[src/sv/ur2s_pkg.sv]
// shared types and constants of the two-sensor ultrasonic ranger
// no dependencies; imported by every module of the block
`timescale 1ns / 1ps

package ur2s_pkg;

  localparam int TIMER_W     = 32;
  localparam int NUM_SENSORS = 2;
  localparam int NUM_CH      = 2;
  localparam int TICK_W      = 8;
  localparam int ECHO_W      = 20;
  localparam int DIST_W      = 28;
  localparam int CFG_W       = 20;
  localparam int CMP_W       = (TIMER_W > ECHO_W) ? TIMER_W : ECHO_W;
  localparam int PROD_W      = ECHO_W + 9;

  localparam logic [8:0]        SOUND_MUL     = 9'd343;
  localparam logic [TICK_W-1:0] RST_TRIG_LOW  = 8'd2;
  localparam logic [TICK_W-1:0] RST_TRIG_HIGH = 8'd10;
  localparam logic [ECHO_W-1:0] RST_MIN_ECHO  = 20'd100;
  localparam logic [ECHO_W-1:0] RST_MAX_ECHO  = 20'd18000;

  typedef enum logic [1:0] {
    REQ_START   = 2'd0,
    REQ_TICK    = 2'd1,
    REQ_CAPTURE = 2'd2,
    REQ_READ    = 2'd3
  } req_t;

  typedef enum logic [1:0] {
    CFG_TRIG_LOW  = 2'd0,
    CFG_TRIG_HIGH = 2'd1,
    CFG_MIN_ECHO  = 2'd2,
    CFG_MAX_ECHO  = 2'd3
  } cfg_idx_t;

  typedef enum logic [1:0] {
    PH_IDLE  = 2'd0,
    PH_LOW   = 2'd1,
    PH_HIGH  = 2'd2,
    PH_SPARE = 2'd3
  } trig_phase_t;

  typedef struct packed {
    logic level;
    logic active;
  } trig_stat_t;

  // first member sits in the high bits
  typedef struct packed {
    logic [3:0]        pad;
    logic              pair_y_invalid;
    logic [DIST_W-1:0] pair_y_um;
    logic              pair_x_invalid;
    logic [DIST_W-1:0] pair_x_um;
    logic              pair_updated;
    logic              measure_out_of_range;
    logic [DIST_W-1:0] measure_dist_um;
    logic              measure_sensor;
    logic              measure_done;
    logic              trigger_active;
    logic              trigger_level;
  } res_t;

  localparam int OUT_W = $bits(res_t);

endpackage

[src/sv/ur2s_trig.sv]
// trigger sequencer: low wait, high pulse, stop
// depends on ur2s_pkg
`timescale 1ns / 1ps

module ur2s_trig import ur2s_pkg::*; (
  input  logic              clk,
  input  logic              rst_n,
  input  logic              start,
  input  logic              tick,
  input  logic [TICK_W-1:0] low_ticks,
  input  logic [TICK_W-1:0] high_ticks,
  output trig_stat_t        stat_nxt
);

  trig_phase_t       phase_r, phase_nxt;
  logic [TICK_W-1:0] count_r, count_nxt;
  logic              running_r, running_nxt;
  logic              out_r, out_nxt;
  logic [TICK_W-1:0] count_inc;
  logic              step;

  assign count_inc = count_r + {{(TICK_W-1){1'b0}}, 1'b1};
  assign step      = tick && running_r;

  always_comb begin
    phase_nxt = phase_r;
    if (step) begin
      case (phase_r)
        PH_IDLE: phase_nxt = PH_LOW;
        PH_LOW:  if (count_inc == low_ticks) phase_nxt = PH_HIGH;
        PH_HIGH: if (count_inc == high_ticks) phase_nxt = PH_IDLE;
        default: phase_nxt = PH_IDLE;
      endcase
    end
  end

  always_comb begin
    count_nxt   = count_r;
    out_nxt     = out_r;
    running_nxt = running_r || start;
    if (step) begin
      case (phase_r)
        PH_IDLE: out_nxt = 1'b0;
        PH_LOW: begin
          count_nxt = count_inc;
          if (count_inc == low_ticks) begin
            count_nxt = '0;
            out_nxt   = 1'b1;
          end
        end
        PH_HIGH: begin
          count_nxt = count_inc;
          if (count_inc == high_ticks) begin
            count_nxt   = '0;
            out_nxt     = 1'b0;
            running_nxt = 1'b0;
          end
        end
        default: out_nxt = 1'b0;
      endcase
    end
  end

  always_ff @(posedge clk) begin
    if (!rst_n) begin
      phase_r   <= PH_IDLE;
      count_r   <= '0;
      running_r <= 1'b0;
      out_r     <= 1'b0;
    end else begin
      phase_r   <= phase_nxt;
      count_r   <= count_nxt;
      running_r <= running_nxt;
      out_r     <= out_nxt;
    end
  end

  assign stat_nxt.level  = out_nxt;
  assign stat_nxt.active = running_nxt;

endmodule

[src/sv/ur2s_dist.sv]
// echo duration to distance: modular difference, range check, times 343 over 2
// depends on ur2s_pkg
`timescale 1ns / 1ps

module ur2s_dist import ur2s_pkg::*; (
  input  logic [TIMER_W-1:0] cap,
  input  logic [TIMER_W-1:0] first,
  input  logic [ECHO_W-1:0]  min_ticks,
  input  logic [ECHO_W-1:0]  max_ticks,
  output logic [DIST_W-1:0]  dist_um,
  output logic               bad
);

  logic [TIMER_W-1:0] diff;
  logic [CMP_W-1:0]   diff_ext;
  logic [CMP_W-1:0]   min_ext;
  logic [CMP_W-1:0]   max_ext;
  logic [PROD_W-1:0]  prod;

  assign diff     = cap - first;
  assign diff_ext = CMP_W'(diff);
  assign min_ext  = CMP_W'(min_ticks);
  assign max_ext  = CMP_W'(max_ticks);
  assign bad      = (diff_ext < min_ext) || (diff_ext > max_ext);

  // in range the duration fits the echo width
  assign prod    = PROD_W'(diff_ext[ECHO_W-1:0]) * PROD_W'(SOUND_MUL);
  assign dist_um = bad ? '0 : DIST_W'(prod[PROD_W-1:1]);

endmodule

[src/sv/ultrasonic_ranger_two_sensor.sv]
// Two-sensor ultrasonic ranger controller.
// in_* beats carry requests: start (arms both echo channels and the trigger
// sequencer), microsecond tick, echo capture of a timer value, read pair.
// out_* beats carry one result per request: trigger level and activity, the
// distance completed by a capture, and the latched pair of distances.
// cfg_* writes the trigger timing and echo range limits; the user must write
// only while idle; the block does not enforce it. A request passes the input
// register, then the result register; one request per cycle is sustained while
// out_tready stays high, bounded by the 20x9 distance multiply and compares.
// Reset clears the sequencer, the echo channels and the pair latch and loads
// the default register values; no result is pending after reset.
// When the receiver stalls, the result register holds; the input register
// still takes a beat while it is empty, then in_tready drops until
// out_tready frees the result register.
// Depends on ur2s_pkg, ur2s_trig and ur2s_dist.
`timescale 1ns / 1ps

module ultrasonic_ranger_two_sensor import ur2s_pkg::*; (
  input  logic              clk,
  input  logic              rst_n,
  input  logic              in_tvalid,
  output logic              in_tready,
  input  logic [31:0]       in_tdata,   // capture_value
  input  logic [2:0]        in_tuser,   // req_type, sensor_sel
  output logic              out_tvalid,
  input  logic              out_tready,
  // trigger_level, trigger_active, measure_done, measure_sensor,
  // measure_dist_um, measure_out_of_range, pair_updated, pair_x_um,
  // pair_x_invalid, pair_y_um, pair_y_invalid, zero fill
  output logic [OUT_W-1:0]  out_tdata,
  input  logic              cfg_we,
  input  logic [1:0]        cfg_index,
  input  logic [CFG_W-1:0]  cfg_wdata
);

  // configuration
  logic [TICK_W-1:0] trig_low_r, trig_high_r;
  logic [ECHO_W-1:0] min_echo_r, max_echo_r;

  always_ff @(posedge clk) begin
    if (!rst_n) begin
      trig_low_r  <= RST_TRIG_LOW;
      trig_high_r <= RST_TRIG_HIGH;
      min_echo_r  <= RST_MIN_ECHO;
      max_echo_r  <= RST_MAX_ECHO;
    end else if (cfg_we) begin
      case (cfg_idx_t'(cfg_index))
        CFG_TRIG_LOW:  trig_low_r  <= cfg_wdata[TICK_W-1:0];
        CFG_TRIG_HIGH: trig_high_r <= cfg_wdata[TICK_W-1:0];
        CFG_MIN_ECHO:  min_echo_r  <= cfg_wdata[ECHO_W-1:0];
        CFG_MAX_ECHO:  max_echo_r  <= cfg_wdata[ECHO_W-1:0];
        default: ;
      endcase
    end
  end

  // input register
  logic               in_valid_r;
  req_t               req_r;
  logic               sel_r;
  logic [TIMER_W-1:0] cap_r;
  logic               out_valid_r;
  res_t               res_r, res_nxt;
  logic               advance, fire;

  assign advance   = !out_valid_r || out_tready;
  assign in_tready = !in_valid_r || advance;
  assign fire      = in_valid_r && advance;

  always_ff @(posedge clk) begin
    if (!rst_n) begin
      in_valid_r <= 1'b0;
    end else if (in_tready) begin
      in_valid_r <= in_tvalid;
    end
  end

  always_ff @(posedge clk) begin
    if (in_tvalid && in_tready) begin
      req_r <= req_t'(in_tuser[1:0]);
      sel_r <= in_tuser[2];
      cap_r <= in_tdata[TIMER_W-1:0];
    end
  end

  // per-sensor state
  logic                          armed_r[NUM_CH], armed_nxt[NUM_CH];
  logic                          rise_r[NUM_CH], rise_nxt[NUM_CH];
  logic [TIMER_W-1:0]            first_r[NUM_CH], first_nxt[NUM_CH];
  logic                          ready_r[NUM_CH], ready_nxt[NUM_CH];
  logic [DIST_W-1:0]             sdist_r[NUM_CH], sdist_nxt[NUM_CH];
  logic                          sbad_r[NUM_CH], sbad_nxt[NUM_CH];
  logic [DIST_W-1:0]             pdist_r[NUM_CH], pdist_nxt[NUM_CH];
  logic                          pbad_r[NUM_CH], pbad_nxt[NUM_CH];

  trig_stat_t         trig_stat;
  logic [DIST_W-1:0]  meas_dist;
  logic               meas_bad;
  logic               sel_ok, done, all_ready, updated;

  ur2s_trig u_trig (
    .clk        (clk),
    .rst_n      (rst_n),
    .start      (fire && (req_r == REQ_START)),
    .tick       (fire && (req_r == REQ_TICK)),
    .low_ticks  (trig_low_r),
    .high_ticks (trig_high_r),
    .stat_nxt   (trig_stat)
  );

  ur2s_dist u_dist (
    .cap       (cap_r),
    .first     (first_r[sel_r]),
    .min_ticks (min_echo_r),
    .max_ticks (max_echo_r),
    .dist_um   (meas_dist),
    .bad       (meas_bad)
  );

  assign sel_ok = (32'(sel_r) < NUM_SENSORS) && armed_r[sel_r];
  assign done   = (req_r == REQ_CAPTURE) && sel_ok && rise_r[sel_r];

  always_comb begin
    all_ready = 1'b1;
    for (int i = 0; i < NUM_CH; i++) begin
      if (i < NUM_SENSORS && !ready_r[i]) all_ready = 1'b0;
    end
  end

  assign updated = (req_r == REQ_READ) && all_ready;

  always_comb begin
    for (int i = 0; i < NUM_CH; i++) begin
      armed_nxt[i] = armed_r[i];
      rise_nxt[i]  = rise_r[i];
      first_nxt[i] = first_r[i];
      ready_nxt[i] = ready_r[i];
      sdist_nxt[i] = sdist_r[i];
      sbad_nxt[i]  = sbad_r[i];
      pdist_nxt[i] = pdist_r[i];
      pbad_nxt[i]  = pbad_r[i];
      if (i < NUM_SENSORS) begin
        case (req_r)
          REQ_START: armed_nxt[i] = 1'b1;
          REQ_CAPTURE: begin
            if (sel_ok && (32'(sel_r) == i)) begin
              if (!rise_r[i]) begin
                first_nxt[i] = cap_r;
                rise_nxt[i]  = 1'b1;
              end else begin
                sdist_nxt[i] = meas_dist;
                sbad_nxt[i]  = meas_bad;
                ready_nxt[i] = 1'b1;
                rise_nxt[i]  = 1'b0;
                armed_nxt[i] = 1'b0;
              end
            end
          end
          REQ_READ: begin
            if (all_ready) begin
              ready_nxt[i] = 1'b0;
              pdist_nxt[i] = sdist_r[i];
              pbad_nxt[i]  = sbad_r[i];
            end
          end
          default: ;
        endcase
      end
    end
  end

  always_ff @(posedge clk) begin
    if (!rst_n) begin
      for (int i = 0; i < NUM_CH; i++) begin
        armed_r[i] <= 1'b0;
        rise_r[i]  <= 1'b0;
        first_r[i] <= '0;
        ready_r[i] <= 1'b0;
        sdist_r[i] <= '0;
        sbad_r[i]  <= 1'b0;
        pdist_r[i] <= '0;
        pbad_r[i]  <= 1'b0;
      end
    end else if (fire) begin
      for (int i = 0; i < NUM_CH; i++) begin
        armed_r[i] <= armed_nxt[i];
        rise_r[i]  <= rise_nxt[i];
        first_r[i] <= first_nxt[i];
        ready_r[i] <= ready_nxt[i];
        sdist_r[i] <= sdist_nxt[i];
        sbad_r[i]  <= sbad_nxt[i];
        pdist_r[i] <= pdist_nxt[i];
        pbad_r[i]  <= pbad_nxt[i];
      end
    end
  end

  // result assembly
  always_comb begin
    res_nxt                      = '0;
    res_nxt.trigger_level        = trig_stat.level;
    res_nxt.trigger_active       = trig_stat.active;
    res_nxt.measure_done         = done;
    res_nxt.measure_sensor       = done && sel_r;
    res_nxt.measure_dist_um      = done ? meas_dist : '0;
    res_nxt.measure_out_of_range = done && meas_bad;
    res_nxt.pair_updated         = updated;
    res_nxt.pair_x_um            = pdist_nxt[0];
    res_nxt.pair_x_invalid       = pbad_nxt[0];
    res_nxt.pair_y_um            = pdist_nxt[1];
    res_nxt.pair_y_invalid       = pbad_nxt[1];
  end

  always_ff @(posedge clk) begin
    if (!rst_n) begin
      out_valid_r <= 1'b0;
    end else if (advance) begin
      out_valid_r <= in_valid_r;
    end
  end

  always_ff @(posedge clk) begin
    if (fire) begin
      res_r <= res_nxt;
    end
  end

  assign out_tvalid = out_valid_r;
  assign out_tdata  = res_r;

`ifndef SYNTH
  a_trig_high_running: assert property (@(posedge clk) disable iff (!rst_n)
    (out_valid_r && res_r.trigger_level) |-> res_r.trigger_active)
    else $error("trigger high while sequencer stopped");

  a_no_meas_clear: assert property (@(posedge clk) disable iff (!rst_n)
    (out_valid_r && !res_r.measure_done) |->
      (res_r.measure_dist_um == '0 && !res_r.measure_out_of_range && !res_r.measure_sensor))
    else $error("measurement fields set without a completed measurement");

  a_oor_zero: assert property (@(posedge clk) disable iff (!rst_n)
    (out_valid_r && res_r.measure_out_of_range) |-> (res_r.measure_dist_um == '0))
    else $error("out-of-range measurement with nonzero distance");

  a_stall_holds_input: assert property (@(posedge clk) disable iff (!rst_n)
    (in_valid_r && !advance) |=> (in_valid_r && $stable(req_r) && $stable(cap_r)))
    else $error("pending request lost during stall");
`endif

endmodule
[config.mk]
export PLATFORM = sky130hd
export DESIGN_NAME = ultrasonic_ranger_two_sensor
export DESIGN_NICKNAME = d
export VERILOG_FILES = /design/src/sv/ur2s_pkg.sv /design/src/sv/ur2s_trig.sv /design/src/sv/ur2s_dist.sv /design/src/sv/ultrasonic_ranger_two_sensor.sv
export SDC_FILE = /design/constraint.sdc
export NUM_CORES = 1
export LEC_CHECK = 0
export ABC_AREA = 1
export BUFFER_PORTS_ARGS = -buffer_cell sky130_fd_sc_hd__buf_2
export CELL_PAD_IN_SITES_DETAIL_PLACEMENT = 1
export CELL_PAD_IN_SITES_GLOBAL_PLACEMENT = 2
export CORE_MARGIN = 1.5
export CORE_UTILIZATION = 25
export CTS_CLUSTER_SIZE = 24
export DETAILED_ROUTE_END_ITERATION = 16
export HOLD_SLACK_MARGIN = 0.12
export PLACE_DENSITY = 0.64
export RECOVER_POWER = 100
export SETUP_SLACK_MARGIN = 0.02
export SLEW_MARGIN = 15
export SYNTH_ARGS = -nofsm -noshare
export SYNTH_HDL_FRONTEND = slang
export SYNTH_SLANG_ARGS = --single-unit
[constraint.sdc]
create_clock -name clk -period 13.9 [get_ports clk]
set_clock_uncertainty 0.05 [all_clocks]
set_input_delay 1.39 -clock clk [delete_from_list [all_inputs] [get_ports clk]]
set_output_delay 1.39 -clock clk [all_outputs]
set_load 0.005 [all_outputs]
==> results of run 1 <==
per-layer routing:
metal / vias up / track usage, %
met5: - / 0
met2: 211 / 23.19
met3: 75 / 1.844
met1: 7732 / 17.06
li1: 8075 / -
met4: 0 / 3.321
worst max path at each step:
stage,to,slack [ns]
after floorplan,sdist_r[0][19],7.35
after global placement,sdist_r[0][20],6.50
after detailed placement,sdist_r[0][20],6.36
after CTS,sdist_r[0][20],6.31
after global routing,sdist_r[0][25],3.78
final,sdist_r[0][26],4.84
metrics by stage:
step	cells	utilization, %
3_3_place_gp	3702	27.65
5_1_grt	3787	29.09
2_1_floorplan	2423	-
6_report	3789	29.10
3_5_place_dp	3702	27.65
4_1_cts	3786	29.33
flip-flops by register name, indices dropped and copies added (netlist names), 20 cells and up, named ones only:
name	cells
pdist_r	56
sdist_r	56
min_echo_r	20
cap_r	32
first_r	64
out_tdata	92
max_echo_r	20
cell usage in the layout (no fill, tap or decap), types with 5 or more instances in the layout:
master and count:
nand3_2 19, o21bai_1 11, nand2_2 12, clkinv_2 6
clkbuf_16 50, o21ai_0 132, mux2i_1 31, nor2_2 5
fa_1 59, inv_1 513, nor3_1 11, buf_2 92
a21oi_1 109, buf_4 7, xor2_1 42, o211ai_1 11
nand3b_1 5, nand2_1 438, clkinv_1 14, nand3_1 65
a21o_1 6, clkbuf_1 77, nor2_1 272, edfxtp_1 313
nor4_1 5, xnor2_1 20, ha_1 160, nand4_1 22
dfxtp_1 71
kinds of logic (layout without fill, tap and decap cells):
kind of cell             after synthesis  after routing
other                                  1              7
AO/OA/AOI/OAI                        283            283
XOR/XNOR                              62             62
flip-flops                           384            384
AND/OR/NAND/NOR                      866            866
adder cells (fa/ha/maj)              219            219
multiplexers                          31             31
buffers and inverters                574            772
cell type report:
class	count	area (um2)	share of cell area (%)
Tap cell	1165	1458	5.668
Inverter	516	1938	7.537
Multi-Input combinational cell	1465	9219	35.85
Sequential cell	384	10820	42.08
Clock buffer	55	1270	4.938
Antenna cell	3	7.507	0.02919
Timing Repair Buffer	172	787.0	3.060
Clock inverter	29	216.5	0.8417
power groups by stage:
stage          combinational (mW)  sequential, mW  clock, mW
2_1_floorplan                3.20            1.35          0
3_3_place_gp                 4.27            1.35          0
3_5_place_dp                 4.30            1.35          0
4_1_cts                      4.35            1.33       1.23
5_1_grt                      4.87            1.34       1.26
6_report                     4.20            1.33       1.18
worst max-delay path: cells and delay by family, from the launching register on:
kind / cells / cell delay (ns)
AO/OA/AOI/OAI: 1 / 0.12
XOR/XNOR: 2 / 0.90
adder cells (fa/ha/maj): 7 / 2.64
buffers and inverters: 8 / 2.56
flip-flops: 1 / 0.39
AND/OR/NAND/NOR: 17 / 1.90
==> impl_metrics.csv, run 1 <==
group,metric,value,unit
clocking,cts.sinks,384,
synth,synth_fa_ha_area_share,14.27,%
synth,synth_edf_count,313,
critical_path,crit_required,13.97,ns
synth,synthXorXnorAreaFrac,2.435,%
grt,grt_start_max_net_pins,94,
die,initial_core_util,25.24,%
pwr,ir_drop,0.2431,mV
die,die_area,0.09102,mm2
clocking,cts_setup_buffers,0,
sta,setup_tns,0,ns
clocking,ctsHoldBuffers,0,
min_path,min_to,"max_echo_r[13]",
synth,synth_cell_types,44,
clocking,path_clk_slew,0.06,ns
placed_design,portBuffers,155,
synth,synth-main-ff-cell,"edfxtp_1",
sta,fin_crit,9.060,ns
route,drtPass1Iterations,5,
synth,ys_ff_latch,384,
critical_path,regToRegSetupSlack,4.84,ns
route,drt_iter0_drc,637,
grt,gr-total-overflow,0,
grt,grt_use_total,13.24,%
synth,synthSimpleGateAreaFrac,16.62,%
critical_path,arrival,9.13,ns
pwr,p_per_area,261.0,mW/mm2
critical_path,critPathMostFrequentCell,"nand2_1",
critical_path,path_max_fanout,33,
die,rows,109,
sta,fmax,110.4,MHz
pwr,leakage,11.61,nW
clocking,h-tree-depth,2,
clocking,cts_tree,"done",
die,io_pins,160,
synth,muxShareOfSynthArea,1.391,%
synth,yosysMostFrequentCell,"inv_1",
clocking,post_cts_resize_count,0,
final_layout,drive_gt1_share,8.050,%
route,wl_met1,27970,um
route,dr_total_vias,16090,
route,final_antenna_net_count,0,
clocking,cts_buffers,48,
route,routedWlPerCell,15.77,um
route,wl_met3,1882,um
placed_design,placed_area,0.02443,mm2
critical_path,reg2reg_to,"sdist_r[0][26]",
pwr,p_int,3.530,mW
pwr,switchingPower,3.183,mW
placed_design,dp_slack,6.358,ns
synth,synth-compound-area-share,6.816,%
sta,worst_pin_slew,4.512,ns
synth,synth.largest_area_cell,"edfxtp_1",
synth,netlist_area,0.02230,mm2
placed_design,place_congestion,0.8231,
critical_path,worst_setup_path_start_kind,"flop",
sta,slew_headroom,-200.8,%
sta,setup_viol,0,
synth,ys_top_cells_by_count,"inv_1, nand2_1, edfxtp_1",
sta,holdWs,0.4152,ns
critical_path,slowest_stage,"clkbuf_1",
grt,antenna_found_initial,4,
sta,hold_viol,0,
die,die_w,301.7,um
min_path,min-delay-start,"max_echo_r[13]",
final_layout,finalNetCount,2868,
clocking,clock_latency,0.59,ns
pwr,switching_share,47.42,%
route,routed.top_layer,"met4",
synth,yosysTopAreaCellShare,42.14,%
critical_path,reg2reg_depth,35,
grt,grt_pass1_vias,17390,
min_path,hold_path.class,"reg -> reg",
pwr,p_comb_share,62.6,%
sta,slew_violations,637,
synth,netlist_instances,2420,
synth,seq_area_frac_synth,48.51,%
route,vias_per_cell,4.247,
final_layout,fill_cells,10340,
pwr,p_seq_share,19.8,%
sta,setup_slack,4.840,ns
route,drt_wl_total,59760,um
pwr,p_clk_share,17.6,%
synth,synth_area_leaders,"edfxtp_1, ha_1, inv_1",
sta,finalCritPeriodShare,65.18,%
clocking,cts_max_path_buffers,3,
final_layout,fin_area,0.02572,mm2
synth,asyncSetResetFlopFracSynth,0,%
outcome,violations,"max-capacitance violations, max-slew violations",
grt,grt_pass1_wl,95010,um
sta,rsz0062_at_grt,"no",
critical_path,cpPeakStageDelay,1.79,ns
synth,syn_avg_cell_area,9.216,um2
final_layout,synthToLayoutAreaGrowth,15.30,%
die,die_h,301.7,um
min_path,hold_path_depth,2,
flow_run,drv_cap,14,
clocking,cts-root-buf,"clkbuf_16",
outcome,outcome,"finished, violations left",
placed_design,dp_hpwl,46020,um
critical_path,critPathCaptureType,"flop",
critical_path,crit_type,"reg -> reg",
synth,synth_top_family_by_area,"simple AND/OR/NAND/NOR gates",
route,drc,0,
pwr,finalPower,6.713,mW
die,core_region_area,0.08837,mm2
synth,synth_warnings,0,
route,met2_length,28720,um
(Power assumes the default switching activity.)
==> run 2: changes to the inputs <==
ABC_AREA = 0   (was 1)
PLACE_DENSITY = 0.62   (was 0.64)
clock period = 9.46 ns   (was 13.9 ns; I/O delays follow)
==> run 2 against run 1 <==
Setup slack lost 4.0 ns. Die area down 3.0%. Register-to-register slack lost 4.0 ns. Final cell count down 12%. The run still ends with max-capacitance violations, max-slew violations left.
==> impl_metrics.csv, run 2 <==
group,metric,value,unit
route,drtPass1Iterations,6,
grt,grt_start_max_net_pins,94,
critical_path,arrival,8.84,ns
die,die_w,297.1,um
critical_path,cp_top_family,"adder cells",
route,vias_per_cell,4.445,
die,initial_core_util,25.32,%
clocking,clock_latency,0.58,ns
clocking,ctsHoldBuffers,0,
clocking,cts-root-buf,"clkbuf_16",
final_layout,final_cell_mix,"nand2_1, edfxtp_1, inv_1",
clocking,cts.sinks,384,
outcome,outcome,"finished, violations left",
placed_design,dp_slack,1.229,ns
final_layout,finalNetCount,2416,
placed_design,portBuffers,155,
route,routedWlPerCell,17.50,um
route,final_antenna_net_count,0,
synth,syn_avg_cell_area,10.92,um2
sta,setup_tns,0,ns
grt,grt_pass1_wl,91090,um
critical_path,critPathCaptureType,"flop",
synth,synth_warnings,0,
synth,ys_top_cells_by_count,"nand2_1, edfxtp_1, inv_1",
route,drt_wl_total,58090,um
critical_path,slowest_stage,"dfxtp_2",
sta,setup_viol,0,
final_layout,largest_reg_flops,92,
outcome,violations,"max-capacitance violations, max-slew violations",
clocking,cts_tree,"done",
sta,fin_crit,8.602,ns
clocking,cts_buffers,47,
critical_path,cp_num_buf_inv,4,
synth,synth_cell_types,84,
die,die_area,0.08829,mm2
sta,setup_slack,0.8575,ns
critical_path,crit_required,9.70,ns
clocking,path_clk_slew,0.06,ns
placed_design,dp_hpwl,42660,um
route,drc,0,
grt,grt_pass1_vias,15800,
grt,gr-total-overflow,0,
sta,rsz0062_at_grt,"no",
die,rows,107,
sta,slew_headroom,-161.7,%
critical_path,crit_type,"reg -> reg",
die,die_h,297.1,um
synth,synth-main-ff-cell,"edfxtp_1",
final_layout,layout_commonest_cell,"nand2_1",
flow_run,drv_cap,12,
grt,grt_use_total,13.00,%
final_layout,fill_cells,9663,
synth,netlist_instances,1980,
synth,yosysTopAreaCellShare,43.45,%
synth,synth.largest_area_cell,"edfxtp_1",
synth,synth_edf_count,313,
route,dr_total_vias,14750,
critical_path,path_max_fanout,19,
synth,netlist_area,0.02163,mm2
clocking,cts_setup_buffers,0,
die,core_region_area,0.08541,mm2
critical_path,cpPeakStageDelay,0.77,ns
sta,worst_pin_slew,3.925,ns
synth,yosysMostFrequentCell,"nand2_1",
critical_path,regToRegSetupSlack,0.86,ns
die,io_pins,160,
clocking,h-tree-depth,2,
synth,synth_area_leaders,"edfxtp_1, ha_1, dfxtp_1",
min_path,hold_path.class,"reg -> reg",
synth,ys_ff_latch,384,
sta,finalCritPeriodShare,90.94,%
final_layout,synthToLayoutAreaGrowth,15.96,%
sta,fmax,116.2,MHz
route,drt_iter0_drc,565,
placed_design,place_congestion,0.7976,
critical_path,worst_setup_path_start_kind,"flop",
clocking,cts_max_path_buffers,3,
sta,slew_violations,611,
sta,holdWs,0.4196,ns
final_layout,drive_gt1_share,10.04,%
sta,hold_viol,0,
clocking,post_cts_resize_count,0,
synth,seq_area_frac_synth,50.03,%
synth,asyncSetResetFlopFracSynth,0,%
grt,antenna_found_initial,3,
[run 2: cell count changes after synthesis, moves of 35 or more]
cell      before  now
o21ai_0      131   36
nor2_1       272   91
nand2_1      437  315
a21oi_1      109   74
and3_1         1   67
and2_1         5   44
a21boi_0       1   40
inv_1        515  207
[run 2: worst paths after layout]
path	from	end	cells past startpoint
min	min_echo_r[13]	min_echo_r[13]	2
max	flop	sdist_r[0][24]	27
min reg2reg	min_echo_r[13]	min_echo_r[13]	2
max reg2reg	flop	sdist_r[0][24]	27
[run 2: metrics by stage]
step | std cells | cell area [um2] | util [%]
after global placement | 3230 | 23750 | 27.81
after CTS | 3316 | 25250 | 29.57
after global routing | 3318 | 25080 | 29.36
final | 3319 | 25080 | 29.36
after floorplan | 1983 | 21640 | -
after detailed placement | 3230 | 23750 | 27.81
[run 2: cell families after synthesis]
family                   after synthesis  synth area share (%)
multiplexers                          55                 2.568
adder cells (fa/ha/maj)              222                 14.86
buffers and inverters                288                 5.241
other                                  1               0.01734
AO/OA/AOI/OAI                        296                 9.597
XOR/XNOR                              76                 3.077
AND/OR/NAND/NOR                      658                 14.61
flip-flops                           384                 50.03
[run 2: tightest hold or removal path, cell delays in order, from the launching register on]
cell and delay, ns:
dfxtp_1 0.31, nand2_1 0.05, a21boi_0 0.06
[run 2: area by class of cell]
cell class	count	area, um2	area share [%]
clock inverter	28	230.2	0.9179
antenna	3	7.507	0.02993
inverter	208	782.0	3.118
tap	1144	1431	5.707
sequential	384	10820	43.15
clock buffer	58	1270	5.063
multi-input combinational	1311	9686	38.62
timing repair buffer	183	853.3	3.402
[run 2: routing by layer]
metal  GRT usage, %  wire length [um]
met1          16.81             27030
met2          22.10             27700
met3          1.965              1730
met4          4.385              1633
met5              0                 0
Power of run 2 is not shown: default switching activity piles up to over one toggle a cycle in this logic, so the estimate is an artifact.
==> run 3: changes to the inputs <==
ABC_AREA = default   (was 0)
CTS_BUF_LIST = sky130_fd_sc_hd__clkbuf_2   (was default)
==> run 3 against run 2 <==
The run still ends with max-capacitance violations, max-slew violations left. Count of clock-buffer cells in the layout rose by 109. Register-to-register slack worse by 0.095 ns. Hold slack got worse by 0.039 ns. Setup slack worse by 0.095 ns. Wire length is 1.5% higher. Die area is the same. Utilization up 0.11 points. Global-route usage increased by 0.26 points. Design area increased by 0.36%. Fmax is 1.1% lower. Largest cell class unchanged.
==> impl_metrics.csv, run 3 (synthesis results as in run 2) <==
group,metric,value,unit
critical_path,crit_type,"reg -> reg",
sta,slew_violations,640,
grt,gr-total-overflow,0,
sta,setup_tns,0,ns
final_layout,finalNetCount,2541,
pwr,leakage,10.68,nW
die,die_area,0.08829,mm2
final_layout,largest_reg_flops,92,
die,rows,107,
placed_design,place_congestion,0.7976,
route,vias_per_cell,4.394,
min_path,hold_path.class,"in -> reg",
die,die_h,297.1,um
die,die_w,297.1,um
route,drc,0,
placed_design,place_inst,3230,
clocking,clock_latency,1.22,ns
critical_path,path_max_fanout,19,
final_layout,drive_gt1_share,13.51,%
grt,grt_pass1_wl,92470,um
grt,antenna_found_initial,1,
sta,rsz0062_at_grt,"no",
final_layout,multi_input_area,0.009671,mm2
critical_path,worst_setup_path_start_kind,"flop",
route,drt_iter0_drc,608,
critical_path,critPathCaptureType,"flop",
grt,grt_pass1_vias,16490,
sta,worst_pin_slew,3.940,ns
placed_design,portBuffers,155,
clocking,post_cts_resize_count,0,
critical_path,arrival,9.44,ns
die,initial_core_util,25.32,%
critical_path,crit_required,10.21,ns
sta,fmax,115.0,MHz
route,drt_wl_total,58940,um
grt,grt_use_total,13.25,%
clocking,cts_tree,"done",
clocking,cts_max_path_buffers,3,
route,routedWlPerCell,16.88,um
final_layout,synthToLayoutAreaGrowth,16.38,%
clocking,h-tree-depth,3,
die,core_region_area,0.08541,mm2
final_layout,finalNonFillerCells,3492,
final_layout,seq_area,0.01082,mm2
grt,grt_start_max_net_pins,94,
final_layout,final_cell_mix,"nand2_1, edfxtp_1, inv_1",
final_layout,layout_commonest_cell,"nand2_1",
sta,finalCritPeriodShare,91.94,%
clocking,path_clk_slew,0.11,ns
final_layout,fill_cells,9816,
clocking,cts-root-buf,"clkbuf_2",
sta,hold_viol,0,
flow_run,drv_cap,13,
route,final_antenna_net_count,0,
pwr,p_per_area,374.9,mW/mm2
sta,fin_crit,8.698,ns
clocking,cts_buffers,107,
pwr,ir_drop,0.3997,mV
outcome,outcome,"finished, violations left",
outcome,violations,"max-capacitance violations, max-slew violations",
route,drtPass1Iterations,4,
clocking,cts.sinks,384,
sta,setup_viol,0,
route,dr_total_vias,15350,
die,io_pins,160,
placed_design,dp_hpwl,42660,um
sta,slew_headroom,-162.7,%
==> run 3: layout make-up <==
| class | count | share of cell area, % |
|---|---|---|
| Clock buffer | 167 | 3.320 |
| Multi-Input combinational cell | 1311 | 38.42 |
| Timing Repair Buffer | 248 | 5.975 |
| Clock inverter | 28 | 0.4822 |
| Tap cell | 1144 | 5.686 |
| Inverter | 208 | 3.107 |
| Antenna cell | 2 | 0.01988 |
| Sequential cell | 384 | 42.99 |
==> run 3: power by group <==
part | switching, mW | internal (mW)
Combinational | 3.89 | 2.40
Clock | 0.728 | 0.467
Sequential | 0.0340 | 1.91
==> run 3: stage by stage <==
step / total power [mW] / hold WS [ns] / cell area, um2 / utilization, % / setup WS (ns)
2_1_floorplan: 6.634 / 0.3908 / 21640 / - / 2.238
3_3_place_gp: 8.229 / 0.4070 / 23750 / 27.81 / 1.460
3_5_place_dp: 8.332 / 0.4119 / 23750 / 27.81 / 1.229
4_1_cts: 9.626 / 0.1536 / 25360 / 29.69 / 1.080
5_1_grt: 10.51 / 0.2471 / 25170 / 29.47 / 0.3466
6_report: 9.437 / 0.3806 / 25170 / 29.47 / 0.7622
==> run 3: layer usage <==
layer	vias up	track usage (%)	wire length (um)
met2	269	22.53	28290
met3	108	2.505	1922
li1	7520	-	-
met1	7448	16.61	27130
met4	0	5.017	1594
met5	-	0	0
==> run 3: repair_timing <==
action,in CTS,in global routing
endpoints found under the hold margin,100,0
setup endpoints to repair,0,0
hold buffers,65,0
buffers inserted,0,0
==> run 3: critical path, stage by stage, from the launching register on <==
cell,delay [ns]
dfxtp_2,0.78
buf_4,0.46
mux2i_1,0.14
ha_1,0.53
and3_1,0.37
nand3_1,0.14
a211oi_1,0.51
o2111a_1,0.37
or2_1,0.19
xor2_1,0.16
clkbuf_1,0.54
ha_1,0.36
ha_1,0.31
fa_1,0.50
inv_1,0.06
fa_1,0.52
inv_1,0.04
ha_1,0.35
a21o_1,0.21
a21o_1,0.19
a21o_1,0.19
a21oi_1,0.32
o21a_1,0.18
a31oi_1,0.08
a21o_1,0.23
a21oi_1,0.17
xor2_1,0.21
nor2_1,0.07
==> run 3: path summary, 6_finish.rpt <==
kind,cells after the start,slack [ns],from,to
worst max-delay path,27,0.76,flop,out_tdata[28]
worst min-delay path,2,0.38,in_tuser[1],req_r[1]
worst max register to register,27,0.76,flop,out_tdata[28]
worst min register to register,2,0.42,min_echo_r[13],min_echo_r[13]
